<file path="src/sv/mep_pkg.sv">
`timescale 1ns / 1ps
// Shared types and constants for the MIPS REL relocation patcher.
// No dependencies; imported by mep_cell and the top level.
package mep_pkg;

  // relocation type codes carried in the input tuser
  localparam logic [7:0] TYPE_NONE   = 8'd0;
  localparam logic [7:0] TYPE_ABS32  = 8'd2;
  localparam logic [7:0] TYPE_JUMP26 = 8'd4;
  localparam logic [7:0] TYPE_HI16   = 8'd5;
  localparam logic [7:0] TYPE_LO16   = 8'd6;

  // result status codes
  localparam logic [2:0] ST_OK          = 3'd0;
  localparam logic [2:0] ST_UNALIGNED   = 3'd1;
  localparam logic [2:0] ST_REGION      = 3'd2;
  localparam logic [2:0] ST_FULL        = 3'd3;
  localparam logic [2:0] ST_UNSUPPORTED = 3'd4;

  localparam logic [31:0] REGION_MASK  = 32'hf000_0000;
  localparam logic [31:0] FIELD26_MASK = 32'h03ff_ffff;

  // one parked HI16: its address and the whole original word
  typedef struct packed {
    logic [31:0] addr;
    logic [31:0] word;
  } entry_t;

  typedef enum logic [1:0] {
    STK_HOLD,
    STK_PUSH,
    STK_POP
  } stk_op_t;

endpackage

</file>
<file path="src/sv/mep_cell.sv">
`timescale 1ns / 1ps
// One cell of the HI16 stack: holds a single parked entry.
// Depends on mep_pkg for entry_t and stk_op_t.
module mep_cell (
  input  logic             clk,
  input  mep_pkg::stk_op_t op,
  input  mep_pkg::entry_t  left_in,   // from the cell nearer the top
  input  mep_pkg::entry_t  right_in,  // from the cell further down
  output mep_pkg::entry_t  entry
);
  import mep_pkg::*;

  entry_t entry_r;

  // push moves everything one cell down, pop moves it one cell up
  always_ff @(posedge clk) begin
    case (op)
      STK_PUSH: entry_r <= left_in;
      STK_POP:  entry_r <= right_in;
      default:  entry_r <= entry_r;
    endcase
  end

  assign entry = entry_r;

endmodule

</file>
<file path="src/sv/mips_elf_relocation_patcher_unit.sv">
`timescale 1ns / 1ps
// Top level of the MIPS REL relocation patcher: stream ports, result register,
// LO16 drain sequencer and a row of mep_cell stack cells. Depends on mep_pkg.
//
// Each input beat is one relocation. NONE, ABS32, JUMP26, HI16 and unknown
// types each give one result beat. Unless the stack is full, a HI16 parks its
// address and word in a row of PENDING_DEPTH cells that shift as a stack,
// newest entry in the first cell. A LO16 is first captured, then gives one
// result beat per parked HI16 (popped from the first cell, newest first) and
// finally its own beat with tlast. Input is refused while a LO16 drains. A
// single result register sits on the output, so a new beat is taken in the
// same cycle the previous result is taken.
module mips_elf_relocation_patcher_unit #(
  parameter int PENDING_DEPTH = 8
) (
  input  logic        clk,
  input  logic        rst_n,
  input  logic        in_tvalid,
  output logic        in_tready,
  input  logic [95:0] in_tdata,   // target_addr[31:0], target_word[63:32], sym_value[95:64]
  input  logic [7:0]  in_tuser,   // mode[7:0]
  output logic        out_tvalid,
  input  logic        out_tready,
  output logic [63:0] out_tdata,  // patch_addr[31:0], patch_word[63:32]
  output logic [3:0]  out_tuser,  // write_enable[0], status[3:1]
  output logic        out_tlast
);
  import mep_pkg::*;

  localparam int CNT_W = $clog2(PENDING_DEPTH + 1);
  localparam logic [CNT_W-1:0] FULL_CNT = CNT_W'(PENDING_DEPTH);

  typedef enum logic {S_IDLE, S_DRAIN} state_t;

  state_t            state_r, state_nxt;
  logic [CNT_W-1:0]  count_r, count_nxt;
  logic              out_valid_r, out_valid_nxt;
  logic [31:0]       out_addr_r, out_addr_nxt;
  logic [31:0]       out_word_r, out_word_nxt;
  logic              out_we_r, out_we_nxt;
  logic [2:0]        out_status_r, out_status_nxt;
  logic              out_last_r, out_last_nxt;
  logic [31:0]       lo_addr_r, lo_addr_nxt;
  logic [31:0]       lo_word_r, lo_word_nxt;
  logic [31:0]       lo_sum_r, lo_sum_nxt;

  logic [7:0]  mode;
  logic [31:0] t_addr, t_word, sym;
  logic        slot_free, accept, full;
  stk_op_t     stk_op;
  entry_t      push_entry;
  entry_t      cell_q [PENDING_DEPTH];

  logic [31:0] lo_ext, addr_p4, j_word, hi_acc;
  logic [15:0] hi_half;

  assign mode   = in_tuser;
  assign t_addr = in_tdata[31:0];
  assign t_word = in_tdata[63:32];
  assign sym    = in_tdata[95:64];

  assign slot_free = !out_valid_r || out_tready;
  assign in_tready = (state_r == S_IDLE) && slot_free;
  assign accept    = in_tvalid && in_tready;
  assign full      = (count_r == FULL_CNT);

  assign lo_ext  = {{16{t_word[15]}}, t_word[15:0]};
  assign addr_p4 = t_addr + 32'd4;
  assign j_word  = (t_word & ~FIELD26_MASK) | ((t_word + {2'b00, sym[31:2]}) & FIELD26_MASK);

  // carry-adjusted high half of the entry at the top of the stack
  assign hi_acc  = {cell_q[0].word[15:0], 16'h0000} + lo_sum_r;
  assign hi_half = hi_acc[31:16] + {15'd0, hi_acc[15]};

  assign push_entry = '{addr: t_addr, word: t_word};

  always_comb begin
    state_nxt      = state_r;
    count_nxt      = count_r;
    out_valid_nxt  = out_valid_r && !out_tready;
    out_addr_nxt   = out_addr_r;
    out_word_nxt   = out_word_r;
    out_we_nxt     = out_we_r;
    out_status_nxt = out_status_r;
    out_last_nxt   = out_last_r;
    lo_addr_nxt    = lo_addr_r;
    lo_word_nxt    = lo_word_r;
    lo_sum_nxt     = lo_sum_r;
    stk_op         = STK_HOLD;

    if (accept) begin
      out_addr_nxt   = t_addr;
      out_word_nxt   = t_word;
      out_we_nxt     = 1'b0;
      out_status_nxt = ST_OK;
      out_last_nxt   = 1'b1;
      out_valid_nxt  = 1'b1;
      case (mode)
        TYPE_NONE: ;
        TYPE_ABS32: begin
          out_word_nxt = t_word + sym;
          out_we_nxt   = 1'b1;
        end
        TYPE_JUMP26: begin
          if (sym[1:0] != 2'b00) begin
            out_status_nxt = ST_UNALIGNED;
          end else if ((sym & REGION_MASK) != (addr_p4 & REGION_MASK)) begin
            out_status_nxt = ST_REGION;
          end else begin
            out_word_nxt = j_word;
            out_we_nxt   = 1'b1;
          end
        end
        TYPE_HI16: begin
          if (full) begin
            out_status_nxt = ST_FULL;
          end else begin
            stk_op    = STK_PUSH;
            count_nxt = count_r + 1'b1;
          end
        end
        TYPE_LO16: begin
          // hold the LO16 and emit nothing until the stack is drained
          out_valid_nxt = 1'b0;
          lo_addr_nxt   = t_addr;
          lo_word_nxt   = t_word;
          lo_sum_nxt    = lo_ext + sym;
          state_nxt     = S_DRAIN;
        end
        default: out_status_nxt = ST_UNSUPPORTED;
      endcase
    end else if (state_r == S_DRAIN && slot_free) begin
      out_valid_nxt  = 1'b1;
      out_we_nxt     = 1'b1;
      out_status_nxt = ST_OK;
      if (count_r != '0) begin
        out_addr_nxt = cell_q[0].addr;
        out_word_nxt = {cell_q[0].word[31:16], hi_half};
        out_last_nxt = 1'b0;
        stk_op       = STK_POP;
        count_nxt    = count_r - 1'b1;
      end else begin
        out_addr_nxt = lo_addr_r;
        out_word_nxt = {lo_word_r[31:16], lo_sum_r[15:0]};
        out_last_nxt = 1'b1;
        state_nxt    = S_IDLE;
      end
    end
  end

  always_ff @(posedge clk) begin
    if (!rst_n) begin
      state_r     <= S_IDLE;
      count_r     <= '0;
      out_valid_r <= 1'b0;
    end else begin
      state_r     <= state_nxt;
      count_r     <= count_nxt;
      out_valid_r <= out_valid_nxt;
    end
    out_addr_r   <= out_addr_nxt;
    out_word_r   <= out_word_nxt;
    out_we_r     <= out_we_nxt;
    out_status_r <= out_status_nxt;
    out_last_r   <= out_last_nxt;
    lo_addr_r    <= lo_addr_nxt;
    lo_word_r    <= lo_word_nxt;
    lo_sum_r     <= lo_sum_nxt;
  end

  for (genvar g = 0; g < PENDING_DEPTH; g++) begin : g_cell
    entry_t left_in, right_in;
    if (g == 0) begin : g_first
      assign left_in = push_entry;
    end else begin : g_mid
      assign left_in = cell_q[g-1];
    end
    if (g == PENDING_DEPTH - 1) begin : g_last
      assign right_in = '0;
    end else begin : g_body
      assign right_in = cell_q[g+1];
    end
    mep_cell u_cell (
      .clk      (clk),
      .op       (stk_op),
      .left_in  (left_in),
      .right_in (right_in),
      .entry    (cell_q[g])
    );
  end

  assign out_tvalid = out_valid_r;
  assign out_tdata  = {out_word_r, out_addr_r};
  assign out_tuser  = {out_status_r, out_we_r};
  assign out_tlast  = out_last_r;

  a_count_bound: assert property (@(posedge clk) disable iff (!rst_n)
    count_r <= FULL_CNT)
    else $error("stack count beyond depth");

  a_mid_beat_ok: assert property (@(posedge clk) disable iff (!rst_n)
    out_valid_r && !out_last_r |-> out_we_r && out_status_r == ST_OK)
    else $error("non-final beat must be a HI16 patch");

  a_pop_in_drain: assert property (@(posedge clk) disable iff (!rst_n)
    stk_op == STK_POP |-> state_r == S_DRAIN && count_r != '0)
    else $error("pop outside drain or on empty stack");

  a_no_input_drain: assert property (@(posedge clk) disable iff (!rst_n)
    accept && mode == TYPE_LO16 |=> state_r == S_DRAIN && !in_tready)
    else $error("LO16 did not enter drain");

endmodule
</file>
<file path="config.mk">
export PLATFORM = sky130hd
export DESIGN_NAME = mips_elf_relocation_patcher_unit
export DESIGN_NICKNAME = d
export VERILOG_FILES = /design/src/sv/mep_pkg.sv /design/src/sv/mep_cell.sv /design/src/sv/mips_elf_relocation_patcher_unit.sv
export SDC_FILE = /design/constraint.sdc
export NUM_CORES = 1
export LEC_CHECK = 0
export ABC_AREA = 1
export BUFFER_PORTS_ARGS = -buffer_cell sky130_fd_sc_hd__buf_2
export CAP_MARGIN = 40
export CORE_MARGIN = 2
export CORE_UTILIZATION = 55
export DETAILED_ROUTE_END_ITERATION = 8
export PLACE_DENSITY = 0.73
export SLEW_MARGIN = 20
export SYNTH_ARGS = -nofsm -noshare
export SYNTH_HDL_FRONTEND = slang
export SYNTH_SLANG_ARGS = --single-unit
</file>
<file path="constraint.sdc">
create_clock -name clk -period 16.9 [get_ports clk]
set_clock_uncertainty 0.2 [all_clocks]
set_input_delay 2.535 -clock clk [delete_from_list [all_inputs] [get_ports clk]]
set_output_delay 2.535 -clock clk [all_outputs]
set_load 0.005 [all_outputs]
</file>
# Word-level counts from Yosys, hierarchy flattened
# Cells that the tools add are included.
# W data, S select, Z words.
[totals]
register_bits = 683
output_inout_bits = 71
elab_cells = 112
[op_classes]
addsub = 8
eq_ne = 12
muxes = 46
bitwise = 2
n_reduce_logical = 17
[op_table]
columns = ["operator", "count"]
rows = [
  ["$pmux W64 S2", 8],
  ["$mux W32", 8],
  ["$add A32 B32 Y32", 3],
  ["$pmux W32 S2", 1],
  ["$add A32 B3 Y32 const B", 1],
  ["$or A32 B26 Y32", 1],
  ["$add A26 B26 Y26", 1],
  ["$eq A8 B3 Y1 const B", 3],
  ["$mux W4", 5],
  ["$add A16 B1 Y16", 1],
  ["$mux W1", 14],
  ["$mux W2", 6],
  ["$pmux W3 S3", 1],
  ["$eq A8 B2 Y1 const B", 1],
  ["$logic_not A8 Y1", 1],
  ["$reduce_bool A2 Y1", 4],
  ["$mux W3", 2],
  ["$add A4 B1 Y4 const B", 1],
  ["$eq A4 B4 Y1 const B", 1],
  ["$logic_and A1 B1 Y1", 4],
  ["$ne A2 B1 Y1 const B", 2],
  ["$ne A2 B2 Y1 const B", 2],
  ["$ne A4 B4 Y1", 1],
  ["$reduce_and A4 Y1", 1],
  ["11 further kinds", 12],
]

# Longest topological paths before layout
# Gate-level depths: netlist of run 1.
[depth]
ltp_word = 7
depth_mapped = 19

# Modules after synthesis
# A second synthesis of run 1 with hierarchy kept.
[hier_totals]
hier_cells = 4022
hier_area_um2 = 35482.8
[modules_own_cells]
columns = ["mod", "instances", "cells_per_inst", "area_per_inst_um2", "seq_area_each_um2"]
rows = [
  ["mep_cell", 8, 273, 2786.4, 1921.8],
  ["mips_elf_relocation_patcher_unit", 1, 1838, 13191.4, 4584.4],
]

# Worst setup path before layout of run 1
# OpenSTA, ideal clock, no wires.
[synth_path]
path_type = "input -> register"
from = "input in_tuser[2]"
to = "register g_cell[0].u_cell.entry_r, in the netlist g_cell[0].u_cell.entry[0] (enable)"
setup_ns = 0.860
t_arrival_ns = 13.405
t_required_ns = 15.840
slack_ns = 2.435
path_stages = 7
cell_sequence = "inv_1 > nor2_1 > inv_1 > nor4_1 > nand2_1 > ha_1 > inv_1"
[synth_between]
elab_chain_cells = 5
word_cells_on_any_way = 6
classes_between = "eq/ne (3); mux (2); reduce/logical (1)"
[synth_lines]
columns = ["element", "line", "rtl"]
rows = [
  ["from (decl)", "mips_elf_relocation_patcher_unit.sv:21", "input logic [7:0] in_tuser,"],
  ["$eq A8 B3 Y1 *", "mips_elf_relocation_patcher_unit.sv:98", "case (mode)"],
  ["$mux W1 *", "mips_elf_relocation_patcher_unit.sv:98", ""],
  ["$mux W2 *", "mips_elf_relocation_patcher_unit.sv:91", "if (accept) begin"],
  ["$eq A2 B1 Y1 or $eq A2 B2 Y1 (tied branches)", "mep_cell.sv:17", "case (op)"],
  ["$reduce_bool A2 Y1 (no source line) *", "--", ""],
  ["to (signal assigned)", "mep_cell.sv:18", "STK_PUSH: entry_r <= left_in;"],
  ["to (signal assigned)", "mep_cell.sv:19", "STK_POP: entry_r <= right_in;"],
  ["to (signal assigned)", "mep_cell.sv:20", "default: entry_r <= entry_r;"],
  ["to (decl)", "mep_cell.sv:13", "entry_t entry_r;"],
]
# Every way passes the cells marked *; elsewhere a longest branch is shown, timed or not.
# A chain may end at the register's enable or synchronous reset.

# Worst setup path in the final report of run 1
[layout_path]
from = "input out_tready"
to = "register g_cell[3].u_cell.entry_r, in the netlist g_cell[3].u_cell.entry[9] (enable)"
[layout_between]
elab_chain_cells = 6
word_cells_on_any_way = 9
classes_between = "eq/ne (2); mux (2); reduce/logical (5)"
[layout_lines]
columns = ["element", "line", "rtl"]
rows = [
  ["from (decl)", "mips_elf_relocation_patcher_unit.sv:23", "input logic out_tready,"],
  ["$logic_or A1 B1 Y1 *", "mips_elf_relocation_patcher_unit.sv:62", "assign slot_free = !out_valid_r || out_tready;"],
  ["$logic_and A1 B1 Y1, on equally long branches", "mips_elf_relocation_patcher_unit.sv:132, mips_elf_relocation_patcher_unit.sv:63", ""],
  ["$mux W2 or $logic_and A1 B1 Y1 (tied branches)", "mips_elf_relocation_patcher_unit.sv:132, mips_elf_relocation_patcher_unit.sv:64", ""],
  ["$mux W2 *", "mips_elf_relocation_patcher_unit.sv:91", ""],
  ["$eq A2 B1 Y1 or $eq A2 B2 Y1 (tied branches)", "mep_cell.sv:17", ""],
  ["$reduce_bool A2 Y1 (no source line) *", "--", ""],
  ["to (signal assigned)", "mep_cell.sv:18", ""],
  ["to (signal assigned)", "mep_cell.sv:19", ""],
  ["to (signal assigned)", "mep_cell.sv:20", ""],
  ["to (decl)", "mep_cell.sv:13", ""],
]
# Marks and branches as above.

==> metrics.yaml, run 1 <==
status: "finished clean"
crit_arrival_ns: 6.46
cts_resized: 0
cts_setup_buffers: 0
grt_antenna_before_repair: 4
numPortBuffers: 178
final_cell_area_um2: 38100
die_w_um: 253
fin_nets: 3820
use_met2_pct: 36.3
die_area_um2: 64000
grt_pass1_wl_um: 125000
die_h_um: 253
power.share.clock_pct: 42.0
grt_pass1_vias: 22600
worstSkewPairLatency_ns: 0.62
syn_nets: 3677
tritoncts: "done"
sequentialPowerShare_pct: 50.3
critPathRequiredTime_ns: 16.98
initial_core_util_pct: 55.4
final_antenna_net_count: 0
critPathCaptureType: "register"
cp-start-kind: "input pin"
synthFlopType: "edfxtp_1"
max-slew-margin-rel_pct: 23.1
fin_crit_sh_pct: 37.8
htree_levels: 3
synth_async_sr_flop_share_pct: 0
path_max_fanout: 184
cts_buffer_depth: 3
fin_cells: 4463
routed_wl_um: 80500
drv_slew: 0
final_common_cell: "edfxtp_1"
synth_edf_count: 660
most-common-layout-cells: "edfxtp_1 (660), nand2_1 (654), inv_1 (445)"
rows: 91
core_um2: 61500
clk_pin_slew_worst_paths_ns: 0.06
area_delta_synth_final_pct: 11.9
grt.busiest_layer: "met1"
tns_ns: 0
ioPinCount: 179
postSynthAreaPerCell_um2: 9.81
via_count: 24800
dr.pass1.iters: 5
hold_viol: 0
use_met3_pct: 4.04
finalCriticalPeriod_ns: 6.38
gp_congestion: 0.972
grt_use_total_pct: 24.9
ys_seq_area_share_pct: 58.6
root_buffer: "clkbuf_16"
syn_area_um2: 34100
placed_cells: 4334
vias_per_cell: 5.56
grt_max_degree: 258
internal_power_mw: 2.79
worst_hold_slack_ns: 0.305
max_freq_ghz: 0.157
netSwitchingPower_mw: 0.840
synth_cell_types: 56
vdd_ir_drop_max_mv: 0.0955
grt_remaining_overflow: 0
cts_buffers: 68
synthCells: 3475
grt_use_met1_pct: 38.7
rsz0062_at_grt: "no"
ctsHoldBuffers: 0
drtIter0Drc: 2634
p_per_area_nw_per_um2: 95.1
worst-setup-path-type: "input pin to register"
max_cap_violations: 0
routedWlPerCell_um: 18.0
hold_class: "register to register"
p_leak_nw: 15.0
route.detailed.drc: 0
final-setup-viol-count: 0
post_route_cells_drive_above_1_share_pct: 12.2
dp_hpwl_um: 56200
swShare_pct: 23.2
clock-sinks: 667
synth_warnings: 0
combinationalPowerShare_pct: 7.7
worst_pin_slew_ns: 1.15
place_area_um2: 35800
synth-seq-cells: 667
cell families (layout without fill, tap and decap cells):
logic type,Yosys count,in the layout,synth area share (%)
AOI/OAI and AO/OA,705,705,11.3
muxes,104,104,3.44
DFF,667,667,58.6
and+or+nand+nor,1259,1259,15.1
adders and majority gates,94,94,3.54
buffers and inverters,587,784,6.58
xor gates and xnor gates,59,59,1.54
other,0,1,0
critical path, stage by stage:
cell and delay (ns):
buf_2 0.07, inv_1 0.03, nand2_1 0.04, inv_1 0.05, nor2_1 0.25, nand2_4 0.47
nor2_1 0.24, nand2_1 0.14, ha_4 0.31, inv_8 0.50, buf_12 0.69, buf_4 0.55
buf_16 0.29
final cells by class:
cell class                      count  area, um^2
Antenna cell                        1        2.50
Clock buffer                       86        1810
Clock inverter                     38         440
Fill cell                        5078       23400
Inverter                          454        1710
Multi-Input combinational cell   2221       11900
Sequential cell                   667       20000
Tap cell                          790         988
Timing Repair Buffer              206        1310
power by group through the flow:
stage / sequential (mW) / clock (mW) / combinational, mW
after global placement: 1.86 / 0 / 0.268
after CTS: 1.82 / 1.54 / 0.273
after global routing: 1.82 / 1.60 / 0.305
after floorplan: 1.86 / 0 / 0.164
final: 1.82 / 1.52 / 0.279
after detailed placement: 1.86 / 0 / 0.271
final timing paths:
kind,startpoint,to,slack (ns),cells after the start
worst min register to register,state_r,state_r,0.30,2
worst max-delay path,out_tready,g_cell[3].u_cell.entry[9],10.52,13
worst min-delay path,state_r,state_r,0.30,2
worst max register to register,out_tvalid,g_cell[3].u_cell.entry[9],12.21,11
per-stage QoR:
stage          total power [mW]  setup WS [ns]  utilization (%)
2_1_floorplan              2.03           2.44                -
3_3_place_gp               2.13           9.81             57.9
3_5_place_dp               2.13           9.83             58.2
4_1_cts                    3.64          10.49             61.8
5_1_grt                    3.73          10.21             62.0
6_report                   3.63          10.52             62.0
cells in the mapped netlist (4+ instances only):
| cell type | count | area, um^2 |
|---|---|---|
| a211oi_1 | 17 | 128 |
| a21boi_1 | 4 | 30.0 |
| a21o_1 | 9 | 67.6 |
| a21oi_1 | 293 | 1470 |
| a221oi_1 | 7 | 61.3 |
| and2_1 | 4 | 25.0 |
| buf_1 | 15 | 56.3 |
| buf_2 | 8 | 40.0 |
| clkbuf_1 | 106 | 398 |
| dfxtp_1 | 7 | 140 |
| edfxtp_1 | 660 | 19800 |
| fa_1 | 4 | 80.1 |
| ha_1 | 90 | 1130 |
| inv_1 | 448 | 1680 |
| inv_2 | 5 | 18.8 |
| mux2_2 | 104 | 1170 |
| nand2_1 | 655 | 2460 |
| nand3_1 | 129 | 646 |
| nand3b_1 | 5 | 37.5 |
| nand4_1 | 29 | 181 |
| nor2_1 | 390 | 1460 |
| nor2_2 | 10 | 62.6 |
| nor3_1 | 18 | 90.1 |
| o211ai_1 | 55 | 413 |
| o21ai_0 | 291 | 1460 |
| o21ai_1 | 6 | 30.0 |
| o21bai_1 | 6 | 45.0 |
| or2_2 | 4 | 25.0 |
| xnor2_1 | 9 | 78.8 |
| xor2_1 | 49 | 429 |
metal layers:
layer | vias to the layer above | wire (um)
li1 | 12200 | -
met1 | 11700 | 37700
met2 | 834 | 34900
met3 | 107 | 6070
met4 | 4 | 1820
met5 | - | 30
flip-flops by register name, summed over array words and instances (netlist names):
register             count
lo_word_r               16
out_addr_r              32
out_tlast                1
out_tvalid               1
g_cell.u_cell.entry    512
out_word_r              32
state_r                  1
out_status_r             3
count_r                  4
lo_addr_r               32
out_we_r                 1
lo_sum_r                32
No activity file was read; power rests on OpenSTA's default activity.
==> inputs of run 2 (changes only) <==
ABC_AREA = 0   (was 1)
clock period = 6.5 ns   (was 16.9 ns; I/O delays follow)
==> metrics.yaml, run 2 <==
status: "finished clean"  # unchanged
synthFlopType: "edfxtp_1"  # unchanged
dp_hpwl_um: 47800  # was 56200 um
swShare_pct: 22.5  # was 23.2%
vdd_ir_drop_max_mv: 0.221  # was 0.0955 mV
path_max_fanout: 4  # was 184
reg2reg_to: "out_word_r[15]"  # was g_cell[3].u_cell.entry[9]
fin_crit_sh_pct: 69.7
fillCellCount: 4290  # was 5078
syn_nets: 2466  # was 3677
yosysMostFrequentCell: "edfxtp_1"  # unchanged
multi_input_area_um2: 11800  # was 11900 um^2
ioPinCount: 179  # unchanged
drv_slew: 0  # unchanged
die_w_um: 246  # was 253 um
cts_setup_buffers: 0  # unchanged
clock-sinks: 667  # unchanged
cts_buffers: 71  # was 68
final_common_cell: "edfxtp_1"  # unchanged
sequentialPowerShare_pct: 51.5  # was 50.3%
die_area_um2: 60400  # was 64000 um^2
postSynthAreaPerCell_um2: 14.2  # was 9.81 um^2
synth_async_sr_flop_share_pct: 0  # unchanged
core_um2: 57800  # was 61500 um^2
cts_resized: 0  # unchanged
syn_area_um2: 32200  # was 34100 um^2
grt_use_total_pct: 23.3  # was 24.9%
max_freq_ghz: 0.221
post_route_cells_drive_above_1_share_pct: 31.4  # was 12.2%
ys_seq_area_share_pct: 62.0  # was 58.6%
synthCells: 2264  # was 3475
p_total_mw: 9.21  # was 3.63 mW
ys_top_cells_by_area: "edfxtp_1 (62%), mux2_2 (16%), ha_1 (3.5%)"  # was edfxtp_1 (58%), nand2_1 (7.2%), inv_1 (4.9%)
htree_levels: 3  # unchanged
critPathCaptureType: "register"  # unchanged
vias_per_cell: 5.95  # was 5.56
synth_edf_count: 660  # unchanged
max-slew-margin-rel_pct: 52.8  # was 23.1%
power.share.clock_pct: 41.8  # was 42.0%
synth-seq-cells: 667  # unchanged
r2r_cells: 12  # was 11
p_per_area_nw_per_um2: 252  # was 95.1 nW/um^2
final-setup-viol-count: 0  # unchanged
most-common-layout-cells: "edfxtp_1 (660), mux2_2 (449), buf_2 (178)"  # was edfxtp_1 (660), nand2_1 (654), inv_1 (445)
fin_nets: 2661  # was 3820
drtIter0Drc: 1651  # was 2634
crit_arrival_ns: 4.68  # was 6.46 ns
clk_pin_slew_worst_paths_ns: 0.06  # about the same
routed_wl_um: 70300  # was 80500 um
p_leak_nw: 12.7  # was 15.0 nW
max_cap_violations: 0  # unchanged
reg2reg_slack_ns: 1.97  # was 12.21 ns
worst-setup-path-type: "register to register"  # was input pin to register
fin_cells: 3284  # was 4463
dr.pass1.iters: 5  # unchanged
cts_buffer_depth: 3  # unchanged
via_count: 19500  # was 24800
initial_core_util_pct: 55.7  # was 55.4%
internal_power_mw: 7.13  # was 2.79 mW
synth_warnings: 0  # unchanged
grt_pass1_wl_um: 110000  # was 125000 um
hp-start: "out_tlast"  # was state_r
worstSkewPairLatency_ns: 0.62  # about the same
cp-start-kind: "register"  # was input pin
largest_reg_flops: 512  # unchanged
routedWlPerCell_um: 21.4  # was 18.0 um
r2r_start: "g_cell[0].u_cell.entry[0]"  # was out_tvalid
root_buffer: "clkbuf_16"  # unchanged
hold_class: "register to register"  # unchanged
ctsHoldBuffers: 0  # unchanged
final_antenna_net_count: 0  # unchanged
grt_remaining_overflow: 0  # unchanged
rsz0062_at_grt: "no"  # unchanged
die_h_um: 246  # was 253 um
area_delta_synth_final_pct: 13.3  # was 11.9%
rows: 88  # was 91
tritoncts: "done"  # unchanged
holdPathStages: 2  # unchanged
combinationalPowerShare_pct: 6.7  # was 7.7%
hold_viol: 0  # unchanged
synthTopCellsByCount: "edfxtp_1 (660), mux2_2 (449), nand2_1 (157)"  # was edfxtp_1 (660), nand2_1 (655), inv_1 (448)
finalCriticalPeriod_ns: 4.53
seqCellArea_um2: 20000  # unchanged
grt_antenna_before_repair: 10  # was 4
route.detailed.drc: 0  # unchanged
grt_pass1_vias: 19500  # was 22600
critPathRequiredTime_ns: 6.65  # was 16.98 ns
synth_top_area_cell: "edfxtp_1"  # unchanged
worst_pin_slew_ns: 0.700  # was 1.15 ns
numPortBuffers: 178  # unchanged
worst_slack_ns: 1.97  # was 10.52 ns
synth_cell_types: 68  # was 56
pre_cts_ws_ns: 1.67  # was 9.83 ns
grt_max_degree: 127  # was 258
placed_cells: 3148  # was 4334
worst_hold_path.endpoint: "out_tlast"  # was state_r
gp_congestion: 0.903  # was 0.972
netSwitchingPower_mw: 2.07  # was 0.840 mW
synth_top_area_share_pct: 61.6  # was 58.2%
## run 2: layout make-up
class | instances | share of cell area, %
Sequential cell | 667 | 54.7
Multi-Input combinational cell | 1474 | 32.3
Clock buffer | 90 | 5.18
Timing Repair Buffer | 222 | 3.99
Tap cell | 765 | 2.62
Clock inverter | 39 | 0.837
Inverter | 23 | 0.254
Antenna cell | 4 | 0.0274
## run 2: worst max-delay path: stages, from the launching register on
cell       delay (ns)
edfxtp_1         0.40
ha_1             0.25
fa_1             0.44
a211oi_1         0.47
o21ai_0          0.27
a2111oi_2        0.47
nor3_1           0.14
or2_2            0.33
o311ai_0         0.52
nand4_1          0.21
xnor2_1          0.18
xnor2_1          0.27
a31oi_1          0.12
## run 2: power groups by stage
stage               combinational [mW]  sequential (mW)  clock [mW]
floorplan                        0.374             4.83           0
global placement                 0.590             4.83           0
finish                           0.616             4.74        3.85
CTS                              0.607             4.74        3.93
global route                     0.676             4.74        4.08
detailed placement               0.602             4.83           0
## run 2: metal layers
metal / routed length [um] / GRT usage, % / up-vias / part of all wire, %
met5: 69 / 0 / - / 0.098
met2: 32800 / 37.1 / 522 / 47
met4: 2230 / 7.72 / 12 / 3.2
met1: 31000 / 32.2 / 9728 / 44
met3: 4210 / 4.54 / 139 / 6.0
li1: - / - / 9126 / -
## run 2: stage by stage
stage / setup TNS (ns) / util [%] / cell area [um^2] / hold slack (ns)
6_report: 0 / 63.1 / 36500 / 0.307
3_5_place_dp: 0 / 59.2 / 34200 / 0.295
5_1_grt: 0 / 63.1 / 36500 / 0.347
4_1_cts: 0 / 63.0 / 36400 / 0.304
3_3_place_gp: 0 / 59.0 / 34100 / 0.249
2_1_floorplan: -1897.44 / - / 32200 / 0.265
## run 2: cell families after synthesis
group,count (synthesis),share of synthesized area (%)
AOI/OAI and AO/OA,358,7.29
xor gates and xnor gates,90,2.45
adders and majority gates,94,3.75
buffers and inverters,123,1.50
DFF,667,62.0
muxes,455,15.9
and+or+nand+nor,477,7.07
## run 2: how the worst max path moves through the flow
stage | startpoint | to | slack, ns | cells past startpoint
6_report | g_cell[0].u_cell.entry[0] | out_word_r[15] | 1.97 | 12
3_5_place_dp | in_tdata[33] | out_word_r[25] | 1.67 | 12
5_1_grt | g_cell[0].u_cell.entry[0] | out_word_r[15] | 1.66 | 12
4_1_cts | g_cell[0].u_cell.entry[0] | out_word_r[15] | 1.98 | 12
3_3_place_gp | in_tdata[33] | out_word_r[25] | 1.70 | 12
2_1_floorplan | out_tready | g_cell[0].u_cell.entry[0] | -3.71 | 8
==> inputs of run 3 (changes only) <==
clock period = 4.3 ns   (was 6.5 ns; I/O delays follow)
==> metrics.yaml, run 3 (same netlist as run 2, synthesis figures left out) <==
dp_hpwl_um: 48000  # was 47800 um
ctsHoldBuffers: 0  # unchanged
fin_crit_sh_pct: 94.7  # was 69.7%
p_leak_nw: 12.7  # about the same
post-route-util_pct: 63.1  # unchanged
grt_pass1_wl_um: 108000  # was 110000 um
die_area_um2: 60400  # unchanged
cp-start-kind: "register"  # unchanged
dr.pass1.iters: 7  # was 5
critPathCaptureType: "register"  # unchanged
drtIter0Drc: 1542  # was 1651
most-common-layout-cells: "edfxtp_1 (660), mux2_2 (449), buf_2 (178)"  # unchanged
final-setup-viol-count: 0  # unchanged
grt_pass1_vias: 19200  # was 19500
htree_levels: 3  # unchanged
core_um2: 57800  # unchanged
tritoncts: "done"  # unchanged
largest_reg_flops: 512  # unchanged
hold_viol: 0  # unchanged
initial_core_util_pct: 55.7  # unchanged
cts_buffer_depth: 3  # unchanged
pre_cts_ws_ns: 0.0311  # was 1.67 ns
grt_antenna_before_repair: 8  # was 10
placed_cells: 3166  # was 3148
place_area_um2: 34300  # was 34200 um^2
p_total_mw: 13.8  # was 9.21 mW
crit_arrival_ns: 4.23  # was 4.68 ns
path_max_fanout: 3  # was 4
routed_wl_um: 70000  # was 70300 um
holdPathStages: 1  # was 2
worstSkewPairLatency_ns: 0.61  # was 0.62 ns
max_cap_violations: 0  # unchanged
rows: 88  # unchanged
final_cell_area_um2: 36500  # unchanged
hold_class: "input pin to register"  # was register to register
clock-sinks: 667  # unchanged
fin_cells: 3293  # was 3284
cpMaxStageDelayCell: "a2111oi_2"  # was o311ai_0
vias_per_cell: 5.89  # was 5.95
cts_setup_buffers: 0  # unchanged
worst_pin_slew_ns: 0.729  # was 0.700 ns
clk_pin_slew_worst_paths_ns: 0.06  # about the same
finalCriticalPeriod_ns: 4.07  # was 4.53 ns
fillCellCount: 4300  # was 4290
numPortBuffers: 178  # unchanged
cts_resized: 0  # unchanged
drv_slew: 0  # unchanged
grt_use_total_pct: 23.1  # was 23.3%
gp_congestion: 0.867  # was 0.903
final_antenna_net_count: 0  # unchanged
tns_ns: 0  # unchanged
grt_max_degree: 110  # was 127
critPathRequiredTime_ns: 4.46  # was 6.65 ns
rsz0062_at_grt: "no"  # unchanged
grt_remaining_overflow: 0  # unchanged
max_freq_ghz: 0.246  # was 0.221 GHz
cts_buffers: 71  # unchanged
via_count: 19400  # was 19500
root_buffer: "clkbuf_16"  # unchanged
routedWlPerCell_um: 21.2  # was 21.4 um
worst_slack_ns: 0.227  # was 1.97 ns
status: "finished clean"  # unchanged
r2r_cells: 12  # unchanged
fin_nets: 2676  # was 2661
final_common_cell: "edfxtp_1"  # unchanged
path_cells: "ha_1, fa_1, a211oi_2, o21ai_0, a2111oi_2, nor3_1, or2_2, o311ai_0, buf_4, xor2_1, a21oi_1, mux2_2"  # was ha_1, fa_1, a211oi_1, o21ai_0, a2111oi_2, nor3_1, or2_2, o311ai_0, nand4_1, xnor2_1, xnor2_1, a31oi_1
die_w_um: 246  # unchanged
p_per_area_nw_per_um2: 379  # was 252 nW/um^2
max-slew-margin-rel_pct: 51.4  # was 52.8%
ioPinCount: 179  # unchanged
critPathMaxStageDelay_ns: 0.46  # was 0.52 ns
post_route_cells_drive_above_1_share_pct: 31.8  # was 31.4%
worst_hold_slack_ns: 0.0595  # was 0.307 ns
die_h_um: 246  # unchanged
worst-setup-path-type: "register to register"  # unchanged
vdd_ir_drop_max_mv: 0.325  # was 0.221 mV
route.detailed.drc: 0  # unchanged
area_delta_synth_final_pct: 13.3  # unchanged
-- run 3: cell types whose count changed in the layout (fill, tap and decap cells not counted), moves of 2 or more --
cell      previous run  this run
diode_2              4         2
clkinv_8             4         1
buf_4               27        45
buf_16               4         0
clkbuf_1            17        22
buf_12              12        14
clkinv_1            16        11
clkinv_4             2         0
-- run 3: final timing paths --
| kind | startpoint | endpoint | slack (ns) |
|---|---|---|---|
| worst max-delay path | g_cell[0].u_cell.entry[0] | out_word_r[14] | 0.23 |
| worst min-delay path | in_tdata[4] | lo_addr_r[4] | 0.06 |
| worst max register to register | g_cell[0].u_cell.entry[0] | out_word_r[14] | 0.23 |
| worst min register to register | out_tlast | out_tlast | 0.28 |
-- run 3: layout make-up --
type                       count  area, um^2  area share, %
antenna                        2        5.00         0.0137
clock buffer                  95        1910           5.24
clock inverter                30         228          0.624
inverter                      23        92.6          0.254
multi-input combinational   1474       11800           32.4
sequential                   667       20000           54.7
tap                          765         957           2.62
timing repair buffer         237        1510           4.14
-- run 3: report_power, final --
| part | leakage, nW | switching, mW | total (mW) | internal (mW) |
|---|---|---|---|---|
| clock network | 1.03 | 2.51 | 5.71 | 3.20 |
| registers | 6.03 | 0.0240 | 7.17 | 7.15 |
| logic | 5.60 | 0.553 | 0.929 | 0.376 |
-- run 3: metal layers --
layer | up-vias | global-route usage [%] | share of wire (%)
met3 | 129 | 4.34 | 5.4
met1 | 9602 | 32.6 | 45
met2 | 511 | 36.0 | 46
li1 | 9141 | - | -
met4 | 12 | 7.86 | 3.2
met5 | - | 0 | 0.10
-- run 3: worst max-delay path: cells and delay by family (launching register included) --
family                     cells  cell delay (ns)
and+or+nand+nor                2             0.47
buffers and inverters          1             0.19
xor gates and xnor gates       1             0.21
DFF                            1             0.42
muxes                          1             0.27
adders and majority gates      2             0.70
AOI/OAI and AO/OA              5             1.36
